File: src/design/gbc_pkg.sv
// Shared constants, state codes and types for the biconnectivity checker.
package gbc_pkg;

    localparam int MaxNodes = 16;
    localparam int NodeW    = $clog2(MaxNodes);
    localparam int CntW     = NodeW + 1;

    localparam logic [2:0] ST_IDLE  = 3'd0;
    localparam logic [2:0] ST_EDGE2 = 3'd1;
    localparam logic [2:0] ST_INIT  = 3'd2;
    localparam logic [2:0] ST_SCAN  = 3'd3;
    localparam logic [2:0] ST_POP1  = 3'd4;
    localparam logic [2:0] ST_POP2  = 3'd5;
    localparam logic [2:0] ST_DONE  = 3'd6;

    typedef logic [MaxNodes-1:0] row_t;

    typedef struct packed {
        logic             wr_en;
        logic [NodeW-1:0] wr_row;
        logic [NodeW-1:0] wr_col;
        logic             clr;
    } adj_ctrl_t;

endpackage

File: src/design/gbc_adj.sv
// Adjacency bit matrix: one bit set per cycle, whole-matrix clear, one row read.
module gbc_adj (
    input  logic                    clk,
    input  logic                    rst_n,
    input  gbc_pkg::adj_ctrl_t      ctrl,
    input  logic [gbc_pkg::NodeW-1:0] rd_row,
    output gbc_pkg::row_t           rd_data
);
    import gbc_pkg::*;

    row_t rows_reg [MaxNodes];

    // Set one bit or clear the whole matrix
    always_ff @(posedge clk or negedge rst_n)
    begin
        if (!rst_n)
        begin
            for (int i = 0; i < MaxNodes; i++)
                rows_reg[i] <= '0;
        end
        else if (ctrl.clr)
        begin
            for (int i = 0; i < MaxNodes; i++)
                rows_reg[i] <= '0;
        end
        else if (ctrl.wr_en)
        begin
            rows_reg[ctrl.wr_row][ctrl.wr_col] <= 1'b1;
        end
    end

    assign rd_data = rows_reg[rd_row];

endmodule

File: src/design/graph_biconnectivity_check_top.sv
// Biconnectivity checker: edge loader and sequenced depth-first Tarjan walk.
// Load: an in-range edge item writes row a on accept, then row b (one row per cycle);
// others end on accept; a last item adds the walk, one neighbour test per scan cycle.
// Throughput: one item at a time; busy stays high until the item is finished.
// Result: a one-cycle done beat, not stallable by the receiver.
// Reset: asynchronous active low; matrix and flags clear, node_count returns to 1.
module graph_biconnectivity_check_top (
    input  logic                      clk,
    input  logic                      rst_n,
    input  logic                      start,
    output logic                      busy,
    input  logic [gbc_pkg::NodeW-1:0] node_a,
    input  logic [gbc_pkg::NodeW-1:0] node_b,
    input  logic                      has_edge,
    input  logic                      last,
    output logic                      done,
    output logic                      connected,
    output logic                      biconnected,
    output logic                      range_error,
    input  logic                      cfg_valid,
    output logic                      cfg_ready,
    input  logic [gbc_pkg::CntW-1:0]  cfg_data
);
    import gbc_pkg::*;

    logic [2:0]       state_reg, state_next;
    logic [CntW-1:0]  node_count_reg;
    logic [CntW-1:0]  n;
    logic [NodeW-1:0] a_reg, b_reg;
    logic             last_reg, err_reg;
    logic [MaxNodes-1:0] visited_reg;
    logic [CntW-1:0]  depth_reg, time_reg, cur_reg, root_kids_reg;
    logic [NodeW-1:0] u_reg, par_u_reg, p_reg;
    logic [CntW-1:0]  low_u_reg;
    logic             cut_reg;
    logic             done_reg, conn_reg, bicon_reg, rerr_reg;

    logic [CntW-1:0]  disc_mem  [MaxNodes];
    logic [CntW-1:0]  low_mem   [MaxNodes];
    logic [NodeW-1:0] par_mem   [MaxNodes];
    logic [CntW-1:0]  cur_mem   [MaxNodes];
    logic [NodeW-1:0] stack_mem [MaxNodes];

    adj_ctrl_t        adj_ctrl;
    row_t             adj_row;
    logic             accept;
    logic [NodeW-1:0] cur_idx, disc_ra;
    logic [CntW-1:0]  disc_rd, time_inc;
    logic             in_range;
    row_t             n_mask;

    // Clamp the node count to one..MaxNodes
    always_comb
    begin
        if (node_count_reg == '0)
            n = CntW'(1);
        else if (node_count_reg > CntW'(MaxNodes))
            n = CntW'(MaxNodes);
        else
            n = node_count_reg;
    end

    assign accept    = start && (state_reg == ST_IDLE);
    assign busy      = (state_reg != ST_IDLE);
    // Take a count only while no item is in flight
    assign cfg_ready = !busy;
    assign in_range  = ({1'b0, node_a} < n) && ({1'b0, node_b} < n);
    assign cur_idx   = cur_reg[NodeW-1:0];
    assign disc_ra   = (state_reg == ST_POP2) ? p_reg : cur_idx;
    assign disc_rd   = disc_mem[disc_ra];
    assign time_inc  = time_reg + CntW'(1);

    always_comb
    begin
        for (int i = 0; i < MaxNodes; i++)
            n_mask[i] = (CntW'(i) < n);
    end

    // Drive the matrix: row a on accept, row b next cycle, clear after the result
    always_comb
    begin
        adj_ctrl.wr_en  = 1'b0;
        adj_ctrl.wr_row = node_a;
        adj_ctrl.wr_col = node_b;
        adj_ctrl.clr    = (state_reg == ST_DONE);
        if (accept && has_edge && in_range)
            adj_ctrl.wr_en = 1'b1;
        else if (state_reg == ST_EDGE2)
        begin
            adj_ctrl.wr_en  = 1'b1;
            adj_ctrl.wr_row = b_reg;
            adj_ctrl.wr_col = a_reg;
        end
    end

    gbc_adj u_adj (
        .clk     (clk),
        .rst_n   (rst_n),
        .ctrl    (adj_ctrl),
        .rd_row  (u_reg),
        .rd_data (adj_row)
    );

    // Sequence the load and the walk
    always_comb
    begin
        state_next = state_reg;
        unique case (state_reg)
            ST_IDLE:
            begin
                if (accept)
                begin
                    if (has_edge && in_range)
                        state_next = ST_EDGE2;
                    else if (last)
                        state_next = ST_INIT;
                end
            end
            ST_EDGE2: state_next = last_reg ? ST_INIT : ST_IDLE;
            ST_INIT:  state_next = ST_SCAN;
            ST_SCAN:
            begin
                if (cur_reg >= n)
                    state_next = (depth_reg == CntW'(1)) ? ST_DONE : ST_POP1;
            end
            ST_POP1:  state_next = ST_POP2;
            ST_POP2:  state_next = ST_SCAN;
            ST_DONE:  state_next = ST_IDLE;
            default:  state_next = ST_IDLE;
        endcase
    end

    // Control registers
    always_ff @(posedge clk or negedge rst_n)
    begin
        if (!rst_n)
        begin
            state_reg      <= ST_IDLE;
            node_count_reg <= CntW'(1);
            err_reg        <= 1'b0;
            last_reg       <= 1'b0;
            visited_reg    <= '0;
            depth_reg      <= '0;
            time_reg       <= '0;
            root_kids_reg  <= '0;
            cut_reg        <= 1'b0;
            done_reg       <= 1'b0;
        end
        else
        begin
            state_reg <= state_next;
            done_reg  <= (state_reg == ST_DONE);
            if (cfg_valid && cfg_ready)
                node_count_reg <= cfg_data;
            if (accept)
            begin
                last_reg <= last;
                if (has_edge && !in_range)
                    err_reg <= 1'b1;
            end
            unique case (state_reg)
                ST_INIT:
                begin
                    visited_reg   <= MaxNodes'(1);
                    depth_reg     <= CntW'(1);
                    time_reg      <= CntW'(1);
                    root_kids_reg <= '0;
                    cut_reg       <= 1'b0;
                end
                ST_SCAN:
                begin
                    if (cur_reg < n && adj_row[cur_idx] && !visited_reg[cur_idx])
                    begin
                        visited_reg[cur_idx] <= 1'b1;
                        depth_reg <= depth_reg + CntW'(1);
                        time_reg  <= time_inc;
                        if (u_reg == '0)
                            root_kids_reg <= root_kids_reg + CntW'(1);
                    end
                    else if (cur_reg >= n)
                    begin
                        depth_reg <= depth_reg - CntW'(1);
                    end
                end
                ST_POP2:
                begin
                    if (p_reg == '0)
                    begin
                        if (root_kids_reg > CntW'(1))
                            cut_reg <= 1'b1;
                    end
                    else if (low_u_reg >= disc_rd)
                    begin
                        cut_reg <= 1'b1;
                    end
                end
                ST_DONE:  err_reg <= 1'b0;
                default:  ;
            endcase
        end
    end

    // Walk datapath and per-node tables
    always_ff @(posedge clk)
    begin
        if (accept)
        begin
            a_reg <= node_a;
            b_reg <= node_b;
        end
        unique case (state_reg)
            ST_INIT:
            begin
                u_reg        <= '0;
                par_u_reg    <= '0;
                cur_reg      <= '0;
                low_u_reg    <= CntW'(1);
                disc_mem[0]  <= CntW'(1);
                stack_mem[0] <= '0;
            end
            ST_SCAN:
            begin
                if (cur_reg < n && adj_row[cur_idx])
                begin
                    if (!visited_reg[cur_idx])
                    begin
                        // Descend: park the current node, push the neighbour
                        cur_mem[u_reg]  <= cur_reg + CntW'(1);
                        low_mem[u_reg]  <= low_u_reg;
                        par_mem[cur_idx]  <= u_reg;
                        disc_mem[cur_idx] <= time_inc;
                        stack_mem[depth_reg[NodeW-1:0]] <= cur_idx;
                        u_reg     <= cur_idx;
                        par_u_reg <= u_reg;
                        low_u_reg <= time_inc;
                        cur_reg   <= '0;
                    end
                    else
                    begin
                        // Back edge: lower the low value
                        if ((u_reg == '0 || cur_idx != par_u_reg) && disc_rd < low_u_reg)
                            low_u_reg <= disc_rd;
                        cur_reg <= cur_reg + CntW'(1);
                    end
                end
                else if (cur_reg < n)
                begin
                    cur_reg <= cur_reg + CntW'(1);
                end
            end
            ST_POP1:
            begin
                p_reg <= stack_mem[depth_reg[NodeW-1:0] - NodeW'(1)];
            end
            ST_POP2:
            begin
                // Resume the parent with the child's low folded in
                u_reg     <= p_reg;
                par_u_reg <= par_mem[p_reg];
                cur_reg   <= cur_mem[p_reg];
                low_u_reg <= (low_u_reg < low_mem[p_reg]) ? low_u_reg : low_mem[p_reg];
            end
            default: ;
        endcase
    end

    // Result beat
    always_ff @(posedge clk)
    begin
        if (state_reg == ST_DONE)
        begin
            conn_reg  <= ((visited_reg & n_mask) == n_mask);
            bicon_reg <= (n == CntW'(1)) ||
                         (((visited_reg & n_mask) == n_mask) && !cut_reg);
            rerr_reg  <= err_reg;
        end
    end

    assign done        = done_reg;
    assign connected   = conn_reg;
    assign biconnected = bicon_reg;
    assign range_error = rerr_reg;

`ifndef SYNTHESIS
    a_depth: assert property (@(posedge clk) disable iff (!rst_n)
        depth_reg <= CntW'(MaxNodes))
        else $error("walk stack overflow");
    a_done_after_walk: assert property (@(posedge clk) disable iff (!rst_n)
        state_reg == ST_DONE |-> $past(state_reg) == ST_SCAN)
        else $error("result without finished walk");
    a_bicon_conn: assert property (@(posedge clk) disable iff (!rst_n)
        done && biconnected && !connected |-> $past(n) == CntW'(1))
        else $error("biconnected without connected");
`endif

endmodule
File: config.mk
export PLATFORM = sky130hd
export DESIGN_NAME = graph_biconnectivity_check_top
export DESIGN_NICKNAME = d
export VERILOG_FILES = /design/src/design/gbc_pkg.sv /design/src/design/gbc_adj.sv /design/src/design/graph_biconnectivity_check_top.sv
export SDC_FILE = /design/constraint.sdc
export NUM_CORES = 1
export LEC_CHECK = 0
export BUFFER_PORTS_ARGS = -buffer_cell sky130_fd_sc_hd__buf_2
export CORE_MARGIN = 1
export CORE_UTILIZATION = 35
export CTS_CLUSTER_SIZE = 25
export DETAILED_ROUTE_END_ITERATION = 10
export GPL_TIMING_DRIVEN = 0
export SLEW_MARGIN = 20
export SYNTH_ARGS = -nofsm -noshare
export SYNTH_HDL_FRONTEND = slang
export SYNTH_HIERARCHICAL = 1
export SYNTH_SLANG_ARGS = --single-unit
export TNS_END_PERCENT = 20
File: constraint.sdc
create_clock -name clk -period 11.4 [get_ports clk]
set_input_delay 2.28 -clock clk [delete_from_list [all_inputs] [get_ports clk]]
set_output_delay 2.28 -clock clk [all_outputs]
set_load 0.03 [all_outputs]
# == Yosys cells after proc, flatten, opt, wreduce, memory -nomap -nowiden ==
# Memories as Yosys holds them, arrays and structs flattened. A register that Yosys moved wholly into a read port is not among the register bits.
# Index checks and enable logic that the tools add are counted.
# word_totals
register_bits,328
mem_bits_rw,368
inputBits,19
output_inout_bits,6
memories,5
# op_classes
addsub,6
n_lt_le_gt_ge,32
eq_ne,23
mux,72
bitwise_logic,5
reduce_logical,43
# memory_table
name,depth,word_bits,read_ports,rd_clocked_by_memory_dff,write_ports,line,text
cur_mem,16,5,1,0,1,graph_biconnectivity_check_top.sv:41,logic [CntW-1:0] cur_mem [MaxNodes];
disc_mem,16,5,1,0,1,graph_biconnectivity_check_top.sv:38,logic [CntW-1:0] disc_mem [MaxNodes];
low_mem,16,5,1,0,1,graph_biconnectivity_check_top.sv:39,logic [CntW-1:0] low_mem [MaxNodes];
par_mem,16,4,1,0,1,graph_biconnectivity_check_top.sv:40,logic [NodeW-1:0] par_mem [MaxNodes];
stack_mem,16,4,1,1,1,graph_biconnectivity_check_top.sv:42,logic [NodeW-1:0] stack_mem [MaxNodes];
# ops
op,n
256-bit two-way mux,2
256-bit OR,1
5-bit two-way mux,15
16-bit binary-select mux with 4-bit select,1
16-bit demux with 4-bit select,1
16-bit two-way mux,4
"4-bit by 5-bit < comparator with 1-bit output, first input constant",8
4-bit two-way mux,8
16-bit one-hot mux with 2 select lines,1
5-bit one-hot mux with 2 select lines,3
5-bit one-hot mux with 3 select lines,2
4-bit one-hot mux with 3 select lines,2
"5-bit by 1-bit adder with 5-bit output, second input constant",4
"3-bit by 5-bit < comparator with 1-bit output, first input constant",4
1-bit two-way mux,19
16-bit bitwise AND,1
16-bit equality test,1
16-bit OR,1
5-bit < comparator,3
3-bit one-hot mux with 5 select lines,1
1-bit logical AND,14
"2-bit inequality test, second input constant",7
3-bit two-way mux,4
3-bit AND reduction,4
39 further kinds,70

# == Longest topological paths before layout ==
# Gate-level depths: netlist (run 1).
# logic_depth
depth_word,16
depth_mapped,17
mapped_depth_nobuf,14

# == Cells and area by module ==
# The synthesis (run 1) kept the hierarchy.
# modules_own_cells
module,n_inst,cells_each,area_each_um2,seq_area_each_um2
graph_biconnectivity_check_top,1,1142,18949.4,13118.8
gbc_adj,1,1051,11823.8,6406.1

# == Least setup slack after synthesis (run 1) ==
# Ideal clock, no wire load.
# synth_timing
kind,input to register
from,in node_b[2] in the netlist's numbering
to,reg u_adj/rows_reg[109] in the netlist's numbering
setup_ns,0.072
arrival_ns,4.483
t_required_ns,11.328
path_slack_ns,6.845
stages,14
path_buffers,4
cell_sequence,ha_1 a21oi_1 nor2b_1 a2111oi_0 a31oi_1 nor2b_1 a21o_1 clkbuf_1 and3_1 clkbuf_1 buf_4 buf_2 a31oi_1 nor2_1
# synth_lines
item,line,text
"start, declared",graph_biconnectivity_check_top.sv:13,"input logic [gbc_pkg::NodeW-1:0] node_b,"
"end signal, assigned by index",gbc_adj.sv:19,rows_reg[i] <= '0;
"end signal, assigned by index",gbc_adj.sv:24,rows_reg[i] <= '0;
"end signal, assigned by index",gbc_adj.sv:28,rows_reg[ctrl.wr_row][ctrl.wr_col] <= 1'b1;
"end, declared",gbc_adj.sv:11,row_t rows_reg [MaxNodes];

# == Worst setup path in the final report (run 1) ==
# layout_timing
from,reg u_reg[1]
to,mem cur_mem[2][1] in the netlist's numbering (enable)
# layout_via
elab_chain_cells,10
# layout_rtl
item,line,text
"start, declared",graph_biconnectivity_check_top.sv:33,"logic [NodeW-1:0] u_reg, par_u_reg, p_reg;"
"start signal, assigned",graph_biconnectivity_check_top.sv:233,u_reg <= cur_idx;
"start signal, assigned",graph_biconnectivity_check_top.sv:258,u_reg <= p_reg;
4-bit inverter with 5-bit output (not written as such),gbc_adj.sv:32,assign rd_data = rows_reg[rd_row];
16-bit binary-select mux with 4-bit select,gbc_adj.sv:32,
16-bit two-way mux (not written as such) (2 in series),gbc_adj.sv:32,
via adj_row[13],graph_biconnectivity_check_top.sv:45,row_t adj_row;
1-bit binary-select mux with 4-bit select,graph_biconnectivity_check_top.sv:223,if (cur_reg < n && adj_row[cur_idx])
1-bit two-way mux (not written as such),graph_biconnectivity_check_top.sv:223,
1-bit logical AND,graph_biconnectivity_check_top.sv:223,
1-bit two-way mux,graph_biconnectivity_check_top.sv:223,
1-bit two-way mux,graph_biconnectivity_check_top.sv:211,unique case (state_reg)
1-bit two-way mux (not written as such),graph_biconnectivity_check_top.sv:228,cur_mem[u_reg] <= cur_reg + CntW'(1);
"end, declared",graph_biconnectivity_check_top.sv:41,
# The timed path passes the listed nets, and every way through them passes these cells. The select of a mux whose other input is x is not followed.

==> results of run 1 <==
worst max-delay path, cell delays in order (launching register included):
cell	delay [ns]
edfxtp_1	0.95
buf_2	0.47
clkbuf_1	0.65
mux4_2	0.39
a22oi_1	0.12
nand2_1	0.11
mux2i_1	0.09
a22oi_1	0.20
nand4_1	0.36
a211oi_2	0.62
nand2_1	0.42
or3_1	0.50
nor2_1	0.85
path summary, 6_finish.rpt:
kind	end	from
setup / recovery	cur_mem[2][1]	u_reg[1]
hold / removal	u_adj/rows_reg[87]	u_adj/rows_reg[87]
setup reg to reg	cur_mem[2][1]	u_reg[1]
hold reg to reg	u_adj/rows_reg[87]	u_adj/rows_reg[87]
max in group asynchronous	node_count_reg[0]	rst_n
min in group asynchronous	u_adj/rows_reg[6]	rst_n
routing by layer:
metal / vias to the layer above / track usage (%) / wire [microns]
met2: 910 / 29.84 / 39650
met4: 2 / 5.726 / 2278
met5: - / 0 / 18
met1: 10440 / 25.94 / 35170
li1: 8656 / - / -
met3: 155 / 3.482 / 6083
power breakdown:
part | total (W) | switching, W | internal (W)
sequential | 0.00339 | 0.000268 | 0.00312
clock | 0.00243 | 0.00104 | 0.00139
combinational | 0.00250 | 0.00164 | 0.000857
total | 0.00832 | 0.00295 | 0.00537
cell usage in the layout, fill, tap and decap left out, types with 10 or more instances in the layout:
cell       Yosys  final
edfxtp_1     401    401
clkinv_1       1     10
inv_1         20     20
o21ai_0       25     25
mux4_2       156    156
a21o_1        16     16
nor3_1        16     12
buf_1         14     14
nor2_1       337    324
dfrtp_1      298    298
a22oi_1       39     39
mux2i_1       32     32
nand2_1       89     89
buf_2         63     86
nand3_1       22     22
clkbuf_1      93    103
and3_1        28     28
o21a_1        16     16
a31oi_1      231    231
mux2_2        16     16
ha_1          30     30
clkinv_2       0     18
buf_4         11     12
a41oi_1       30     30
buf_6         13     16
nor2b_1       16     16
clkbuf_16      0     72
and2_1        15     15
nor2_2         0     13
a21oi_1       46     46
layout make-up:
type	count	area (sq um)
multi-input cells	1277	10290
clock buffers	86	1894
inverters	21	78.83
fillers	7973	51920
plain buffers	195	950.9
repair buffers	31	254.0
clock inverters	46	524.3
well taps	1155	1445
flip-flops and latches	700	19530
metrics by stage:
step	area (sq um)	setup slack, ns	hold slack [ns]	std cells
4_1_cts	34960	5.387	0.4950	3511
2_1_floorplan	30770	6.845	0.4254	2193
3_5_place_dp	32540	5.451	0.4786	3379
5_1_grt	34970	5.087	0.5082	3511
6_report	34970	5.231	0.4924	3511
3_3_place_gp	32340	2.635	0.4684	3372
cell families (layout without fill, tap and decap cells):
group           after synthesis  count (layout)  share of synthesized area [%]
flops                       700             700                          63.45
simple gates                575             575                          8.628
compound gates              452             452                          9.844
buf+inv                     216             379                          3.346
mux                         205             205                          13.09
fa+ha+maj                    30              30                          1.220
xor+xnor                     15              15                         0.4269
==> flow_metrics.env, run 1 <==
export IMPL_setup_viol=0
export IMPL_io_buffers=24
export IMPL_setup_tns_final_ns=0
export IMPL_post_route_drc_count=0
export IMPL_finish_utilization_pct=40.24
export IMPL_synth_edf_count=401
export IMPL_die_y_microns=298.5
export IMPL_netlist_area_leader_share_pct=39.13
export IMPL_core_area_sq_um=86890
export IMPL_gr_total_overflow=0
export IMPL_synth_seq_cells=700
export IMPL_synth_area_per_cell_sq_um=14.03
export IMPL_via_per_inst=5.743
export IMPL_initial_core_util_pct=35.42
export IMPL_status="completed"
export IMPL_cp_max_fo=25
export IMPL_cts_tree="yes"
export IMPL_wl_per_cell_microns=23.70
export IMPL_holdPathStages=2
export IMPL_ys_flop_type="edfxtp_1"
export IMPL_pin_count=25
export IMPL_yosys_top_cells_count="edfxtp_1 (401), nor2_1 (337), dfrtp_1 (298)"
export IMPL_power_leakage_nw=13.85
export IMPL_r2r_slack_ns=5.23
export IMPL_htreeDepth=3
export IMPL_largest_reg_flops=256
export IMPL_clock_skew_ns=0.02197
export IMPL_dp_final_hpwl_mm=57.40
export IMPL_r2r_cells=12
export IMPL_end_kind="register"
export IMPL_drive_gt1_share_pct=18.72
export IMPL_ant_nets=0
export IMPL_worst_pin_slew_ns=1.148
export IMPL_synthToLayoutAreaGrowth_pct=13.62
export IMPL_min_period_ns=6.169
export IMPL_slew_headroom_pct=23.21
export IMPL_dieArea_sq_um=89110
export IMPL_grt_max_degree=100
export IMPL_clock_sinks=700
export IMPL_power_density_nw_per_um2=237.9
export IMPL_start_kind="register"
export IMPL_fmax_mhz=162.1
export IMPL_synth_area_leaders="edfxtp_1 (39%), dfrtp_1 (24%), mux4_2 (11%), a31oi_1 (4.7%), nor2_1 (4.1%)"
export IMPL_hp_class="register to register"
export IMPL_num_vias=20163
export IMPL_clk_insertion_delay_late_ns=0.63
export IMPL_post_cts_buffers=0
export IMPL_peakVddDrop_v=0.0001227
export IMPL_critPathArrivalTime_ns=6.41
export IMPL_firstDrtPassIters=6
export IMPL_hold_viol_final=0
export IMPL_synth_largest_area_cell="edfxtp_1"
export IMPL_synth_most_common_cell="edfxtp_1"
export IMPL_cts_hold_buffers=0
export IMPL_clockBufferDepth=3
export IMPL_grt_pass1_vias=20311
export IMPL_cts_buffers=72
export IMPL_drt_wl_total_mm=83.20
export IMPL_yosys_warnings=6
export IMPL_finalMaxSlewViolations=0
export IMPL_synthesis_area_sq_um=30770
export IMPL_yosysUniqueCellTypes=71
export IMPL_cts_resized=0
export IMPL_gp_congestion=0.9509
export IMPL_rows=108
export IMPL_final_nets=2347
export IMPL_antennaDiodeCount=0
export IMPL_clkTransAtPathRegs_ns=0.06
export IMPL_fp_dieW_microns=298.5
export IMPL_grt_pass1_wl_mm=127.8
export IMPL_drt_iter0_drc=2221
export IMPL_fin_crit_sh_pct=54.11
export IMPL_drv_cap=0
export IMPL_required_ns=11.64
export IMPL_seq_area_frac_synth_pct=63.45
export IMPL_syn_inst=2193
export IMPL_async_flop_share_pct=42.71
export IMPL_syn_num_nets=2242
export IMPL_antenna_found_initial=2
export IMPL_rsz0062_at_grt="false"
export IMPL_critPathKind="register to register"
export IMPL_cts_root_buf="clkbuf_16"
export IMPL_track_usage_pct=18.71
export IMPL_total_power_w=0.008318
(Power assumes the default switching activity.)
==> run 2: changes to the inputs <==
--- a/config.mk
+++ b/config.mk
@@ -5,6 +5,7 @@
 export SDC_FILE = /design/constraint.sdc
 export NUM_CORES = 1
 export LEC_CHECK = 0
+export ABC_AREA = 1
 export BUFFER_PORTS_ARGS = -buffer_cell sky130_fd_sc_hd__buf_2
 export CORE_MARGIN = 1
 export CORE_UTILIZATION = 35
==> constraint.sdc (replaced) <==
create_clock -name clk -period 6.2 [get_ports clk]
set_input_delay 1.24 -clock clk [delete_from_list [all_inputs] [get_ports clk]]
set_output_delay 1.24 -clock clk [all_outputs]
set_load 0.03 [all_outputs]
==> flow_metrics.env, run 2 <==
export IMPL_post_route_drc_count=0
export IMPL_seq_area_frac_synth_pct=59.63
export IMPL_netlist_area_leader_share_pct=36.78
export IMPL_use_met3_pct=3.326
export IMPL_r2r_slack_ns=0.62
export IMPL_clock_skew_ns=0.03119
export IMPL_dpl_cell_area_sq_um=34550
export IMPL_synth_top_family_by_area="simple AND/OR/NAND/NOR gates"
export IMPL_synthAdderAreaFrac_pct=1.146
export IMPL_dieArea_sq_um=94770
export IMPL_synth_xor_area_share_pct=0.4548
export IMPL_startpoint="u_reg[1]"
export IMPL_synth_area_per_cell_sq_um=9.244
export IMPL_gr_total_overflow=0
export IMPL_r2r_cells=17
export IMPL_synthToLayoutAreaGrowth_pct=13.42
export IMPL_final_nets=3697
export IMPL_yosysUniqueCellTypes=51
export IMPL_dp_final_hpwl_mm=67.86
export IMPL_synth_edf_count=401
export IMPL_critPathKind="register to register"
export IMPL_gp_congestion=0.9571
export IMPL_grt_pass1_wl_mm=149.4
export IMPL_synthMuxAreaShare_pct=0.2751
export IMPL_initial_core_util_pct=35.50
export IMPL_grt_max_degree=95
export IMPL_drive_gt1_share_pct=8.946
export IMPL_firstDrtPassIters=6
export IMPL_met2_usage_pct=31.90
export IMPL_post_place_cells=4813
export IMPL_clk_insertion_delay_late_ns=0.64
export IMPL_final_cell_area_sq_um=37140
export IMPL_cp_max_fo=23
export IMPL_syn_num_nets=3591
export IMPL_grt_use_met1_pct=29.69
export IMPL_slew_headroom_pct=22.73
export IMPL_final_common_cell="nand2_1"
export IMPL_ys_flop_type="edfxtp_1"
export IMPL_timing_rr_end="disc_mem[4][0]"
export IMPL_cts_resized=0
export IMPL_largest_reg_flops=256
export IMPL_fmax_mhz=179.3
export IMPL_yosys_top_cells_count="nand2_1 (864), edfxtp_1 (401), inv_1 (372)"
export IMPL_yosys_warnings=6
export IMPL_async_flop_share_pct=42.71
export IMPL_hold_viol_final=0
export IMPL_core_area_sq_um=92220
export IMPL_worst_pin_slew_ns=1.155
export IMPL_synth_simple_area_share_pct=21.28
export IMPL_num_vias=25589
export IMPL_clock_sinks=700
export IMPL_finalMaxSlewViolations=0
export IMPL_antenna_found_initial=0
export IMPL_required_ns=6.47
export IMPL_io_buffers=24
export IMPL_synth_most_common_cell="nand2_1"
export IMPL_synth_area_leaders="edfxtp_1 (37%), dfrtp_1 (23%), nand2_1 (9.9%), nand3_1 (5.6%), a21oi_1 (4.4%)"
export IMPL_syn_inst=3542
export IMPL_antennaDiodeCount=0
export IMPL_r2r_start="u_reg[1]"
export IMPL_rsz0062_at_grt="false"
export IMPL_synth_compound_area_share_pct=9.718
export IMPL_post_cts_buffers=0
export IMPL_hp_class="register to register"
export IMPL_start_kind="register"
export IMPL_synth_seq_cells=700
export IMPL_pre_cts_ws_ns=0.5745
export IMPL_synth_largest_area_cell="edfxtp_1"
export IMPL_critPathArrivalTime_ns=5.84
export IMPL_drt_wl_total_mm=98.28
export IMPL_cts_hold_buffers=0
export IMPL_min_period_ns=5.577
export IMPL_die_y_microns=307.9
export IMPL_drt_iter0_drc=2583
export IMPL_stdcell_count=4954
export IMPL_peakVddDrop_v=0.0002368
export IMPL_rows=111
export IMPL_wl_per_cell_microns=19.84
export IMPL_ant_nets=0
export IMPL_power_density_nw_per_um2=259.5
export IMPL_clkTransAtPathRegs_ns=0.06
export IMPL_status="completed"
export IMPL_pin_count=25
export IMPL_track_usage_pct=20.72
export IMPL_grt_pass1_vias=24307
export IMPL_grt_busiest_layer="met2"
export IMPL_synthesis_area_sq_um=32740
export IMPL_layout_common_cells="nand2_1 (864), edfxtp_1 (401), inv_1 (372), nand3_1 (369), nor2_1 (313)"
export IMPL_power_leakage_nw=15.19
export IMPL_via_per_inst=5.165
export IMPL_finish_utilization_pct=40.27
export IMPL_fp_dieW_microns=307.9
export IMPL_fin_crit_sh_pct=89.95
export IMPL_fin_ws_ns=0.6234
export IMPL_clockBufferDepth=3
export IMPL_htreeDepth=3
export IMPL_end_kind="register"
export IMPL_cts_buffers=75
export IMPL_cts_tree="yes"
export IMPL_setup_viol=0
export IMPL_cts_root_buf="clkbuf_16"
export IMPL_drv_cap=0
export IMPL_whs_ns=0.4583
export IMPL_critPathCapture="disc_mem[4][0]"
-- run 2: changes by cell type in the layout (fill, tap and decap cells not counted), moves of 160 or more --
| cell | change |
|---|---|
| a21oi_1 | +239 |
| a31oi_1 | -230 |
| inv_1 | +352 |
| nand2_1 | +775 |
| nand3_1 | +347 |
| o21ai_0 | +160 |
-- run 2: area by class of cell --
class	count	area [sq um]
multi-input combinational	2258	10830
sequential	700	19530
inverter	383	1440
buffer	201	1013
clock inverter	40	496.7
fill	9181	55080
clock buffer	100	2051
tap	1243	1555
timing repair buffer	29	227.7
-- run 2: kinds of logic after synthesis --
| group | after synthesis |
|---|---|
| simple gates | 1622 |
| xor+xnor | 17 |
| mux | 8 |
| compound gates | 581 |
| buf+inv | 584 |
| fa+ha+maj | 30 |
| flops | 700 |
-- run 2: worst min-delay path by stage --
stage | start | end | slack, ns | depth (start not counted)
CTS | err_reg | range_error | 0.47 | 0
floorplan | err_reg | range_error | 0.43 | 0
finish | err_reg | range_error | 0.46 | 0
detailed placement | err_reg | range_error | 0.44 | 0
global placement | err_reg | range_error | 0.43 | 0
global route | err_reg | range_error | 0.48 | 0
-- run 2: worst max-delay path: stages (launching register included) --
cell and delay (ns):
edfxtp_1 0.75, buf_2 0.36, inv_2 0.10, clkbuf_1 0.69, nand3_1 0.24, nand3_1 0.16, nand3_1 0.25, nand2_1 0.17
nand2_1 0.06, nand3_1 0.08, nand2_1 0.08, nand2_1 0.07, nand2_1 0.08, nor2_4 0.25, nand3_4 0.19, nor2_2 0.67
nand2_1 0.39, nor2_1 0.62
-- run 2: layer usage --
layer / up-vias / share of wire (%)
met2: 979 / 44
met3: 146 / 8.1
li1: 11958 / -
met1: 12506 / 45
met5: - / 0
met4: 0 / 2.9
-- run 2: report_power, final --
group	total, W	leakage, nW	switching [W]	internal, W
registers	0.00489	6.22	0.000000121	0.00489
logic	0.000107	7.73	0.0000857	0.0000209
clock network	0.00464	1.24	0.00194	0.00270
-- run 2: metrics by stage --
stage | TNS (ns) | total power [W]
2_1_floorplan | 0 | 0.005020
3_3_place_gp | -616.96 | 0.005085
3_5_place_dp | 0 | 0.005091
4_1_cts | 0 | 0.009713
5_1_grt | 0 | 0.009890
6_report | 0 | 0.009638
==> run 3: changes to the inputs <==
--- a/config.mk
+++ b/config.mk
@@ -6,12 +6,14 @@
 export NUM_CORES = 1
 export LEC_CHECK = 0
 export ABC_AREA = 1
-export BUFFER_PORTS_ARGS = -buffer_cell sky130_fd_sc_hd__buf_2
+export BUFFER_PORTS_ARGS = -buffer_cell sky130_fd_sc_hd__buf_4
 export CORE_MARGIN = 1
 export CORE_UTILIZATION = 35
 export CTS_CLUSTER_SIZE = 25
 export DETAILED_ROUTE_END_ITERATION = 10
 export GPL_TIMING_DRIVEN = 0
+export PLACE_DENSITY = 0.59
+export REMOVE_ABC_BUFFERS = 1
 export SLEW_MARGIN = 20
 export SYNTH_ARGS = -nofsm -noshare
 export SYNTH_HDL_FRONTEND = slang
==> flow_metrics.env, run 3 (synthesized netlist as in run 2, its figures left out) <==
export IMPL_synthToLayoutAreaGrowth_pct=13.73
export IMPL_fp_dieW_microns=307.9
export IMPL_cts_resized=0
export IMPL_antenna_found_initial=0
export IMPL_stdcell_count=4822
export IMPL_post_cts_buffers=0
export IMPL_grt_max_degree=93
export IMPL_timing_rr_end="disc_mem[4][3]"
export IMPL_firstDrtPassIters=8
export IMPL_gp_congestion=0.8101
export IMPL_critical_path_slowest_cell="edfxtp_1"
export IMPL_num_vias=24457
export IMPL_hold_viol_final=0
export IMPL_required_ns=6.45
export IMPL_antennaDiodeCount=0
export IMPL_finalMaxSlewViolations=0
export IMPL_clock_skew_ns=0.02564
export IMPL_clkTransAtPathRegs_ns=0.06
export IMPL_hp_class="primary input to async pin"
export IMPL_grt_pass1_wl_mm=137.6
export IMPL_rsz0062_at_grt="false"
export IMPL_min_period_ns=5.556
export IMPL_rows=111
export IMPL_largest_reg_flops=256
export IMPL_cp_max_fo=79
export IMPL_via_per_inst=5.072
export IMPL_power_density_nw_per_um2=257.7
export IMPL_cp_cell_sequence="buf_8 -> buf_8 -> inv_6 -> buf_16 -> nand2_1 -> nand3_1 -> nand3_1 -> nand3_1 -> nand2_1 -> nand2_1 -> nand3_1 -> nand2_1 -> nand2_1 -> nand3_1 -> nor2_4 -> nand3_4 -> nor2_2 -> nand2_1 -> nor2_1"
export IMPL_cts_hold_buffers=0
export IMPL_post_place_cells=4684
export IMPL_final_nets=3567
export IMPL_r2r_cells=19
export IMPL_post_route_drc_count=0
export IMPL_clockBufferDepth=3
export IMPL_peakVddDrop_v=0.0002509
export IMPL_pin_count=25
export IMPL_dp_final_hpwl_mm=56.38
export IMPL_fmax_mhz=180.0
export IMPL_worst_pin_slew_ns=1.135
export IMPL_dieArea_sq_um=94770
export IMPL_drive_gt1_share_pct=9.220
export IMPL_initial_core_util_pct=35.50
export IMPL_status="completed"
export IMPL_setup_viol=0
export IMPL_critPathKind="register to register"
export IMPL_clock_sinks=700
export IMPL_io_buffers=24
export IMPL_pre_cts_ws_ns=0.6485
export IMPL_track_usage_pct=18.64
export IMPL_drt_wl_total_mm=88.89
export IMPL_slew_headroom_pct=24.35
export IMPL_gr_total_overflow=0
export IMPL_power_leakage_nw=15.17
export IMPL_drt_iter0_drc=2016
export IMPL_cts_tree="yes"
export IMPL_layout_common_cells="nand2_1 (863), edfxtp_1 (401), inv_1 (370), nand3_1 (369), dfrtp_1 (297)"
export IMPL_fin_crit_sh_pct=89.61
export IMPL_cts_buffers=75
export IMPL_fin_ws_ns=0.6440
export IMPL_cts_root_buf="clkbuf_16"
export IMPL_r2r_start="u_reg[0]"
export IMPL_end_kind="register"
export IMPL_die_y_microns=307.9
export IMPL_drv_cap=0
export IMPL_ant_nets=0
export IMPL_whs_ns=0.4321
export IMPL_max_stage_delay_ns=0.85
export IMPL_critPathArrivalTime_ns=5.81
export IMPL_final_common_cell="nand2_1"
export IMPL_clk_insertion_delay_late_ns=0.63
export IMPL_cp_common_cell="nand2_1"
export IMPL_start_kind="register"
export IMPL_core_area_sq_um=92220
export IMPL_htreeDepth=3
export IMPL_grt_pass1_vias=23025
export IMPL_wl_per_cell_microns=18.43
export IMPL_r2r_slack_ns=0.64
-- run 3: worst max-delay path by stage --
stage | from | to | slack (ns) | depth (start not counted)
detailed placement | u_reg[0] | disc_mem[4][3] | 0.65 | 19
CTS | u_reg[0] | disc_mem[4][3] | 0.67 | 19
global placement | state_reg[2] | done | -19.45 | 2
floorplan | state_reg[2] | done | -9.47 | 2
finish | u_reg[0] | disc_mem[4][3] | 0.64 | 19
global route | u_reg[1] | disc_mem[4][2] | 0.38 | 19
-- run 3: final cells by class --
cell class / instances / area [sq um]
fill: 9108 / 54980
sequential: 700 / 19530
multi-input combinational: 2258 / 10930
clock buffer: 108 / 2143
tap: 1243 / 1555
inverter: 383 / 1454
timing repair buffer: 100 / 1277
clock inverter: 30 / 349.1
-- run 3: metal layers --
metal | track usage, % | wire length [microns] | vias to the layer above
met3 | 2.426 | 4971 | 93
met4 | 5.160 | 1651 | 0
met2 | 30.09 | 41540 | 739
li1 | - | - | 11675
met1 | 26.26 | 40720 | 11950
met5 | 0 | 0 | -
-- run 3: stage by stage --
stage / power [W] / area, sq um / setup TNS, ns / utilization [%]
after detailed placement: 0.005111 / 34720 / 0 / 37.65
after global placement: 0.005094 / 33460 / -8069.49 / 36.29
after CTS: 0.009679 / 37210 / 0 / 40.35
after floorplan: 0.005018 / 31730 / -2373.38 / -
after global routing: 0.009857 / 37240 / 0 / 40.38
final: 0.009597 / 37240 / 0 / 40.38
-- run 3: worst max-delay path, delay by kind of cell, from the launching register on --
kind,cells,cell delay (ns)
simple gates,15,3.33
buf+inv,4,0.89
flops,1,0.85
-- run 3: report_power, final --
part           internal, W  total (W)  leakage, nW  switching, W
Clock              0.00270    0.00458         1.22       0.00188
Combinational    0.0000262   0.000126         7.73      0.000100
Sequential         0.00489    0.00489         6.22   0.000000171
Total              0.00762    0.00960         15.2       0.00198
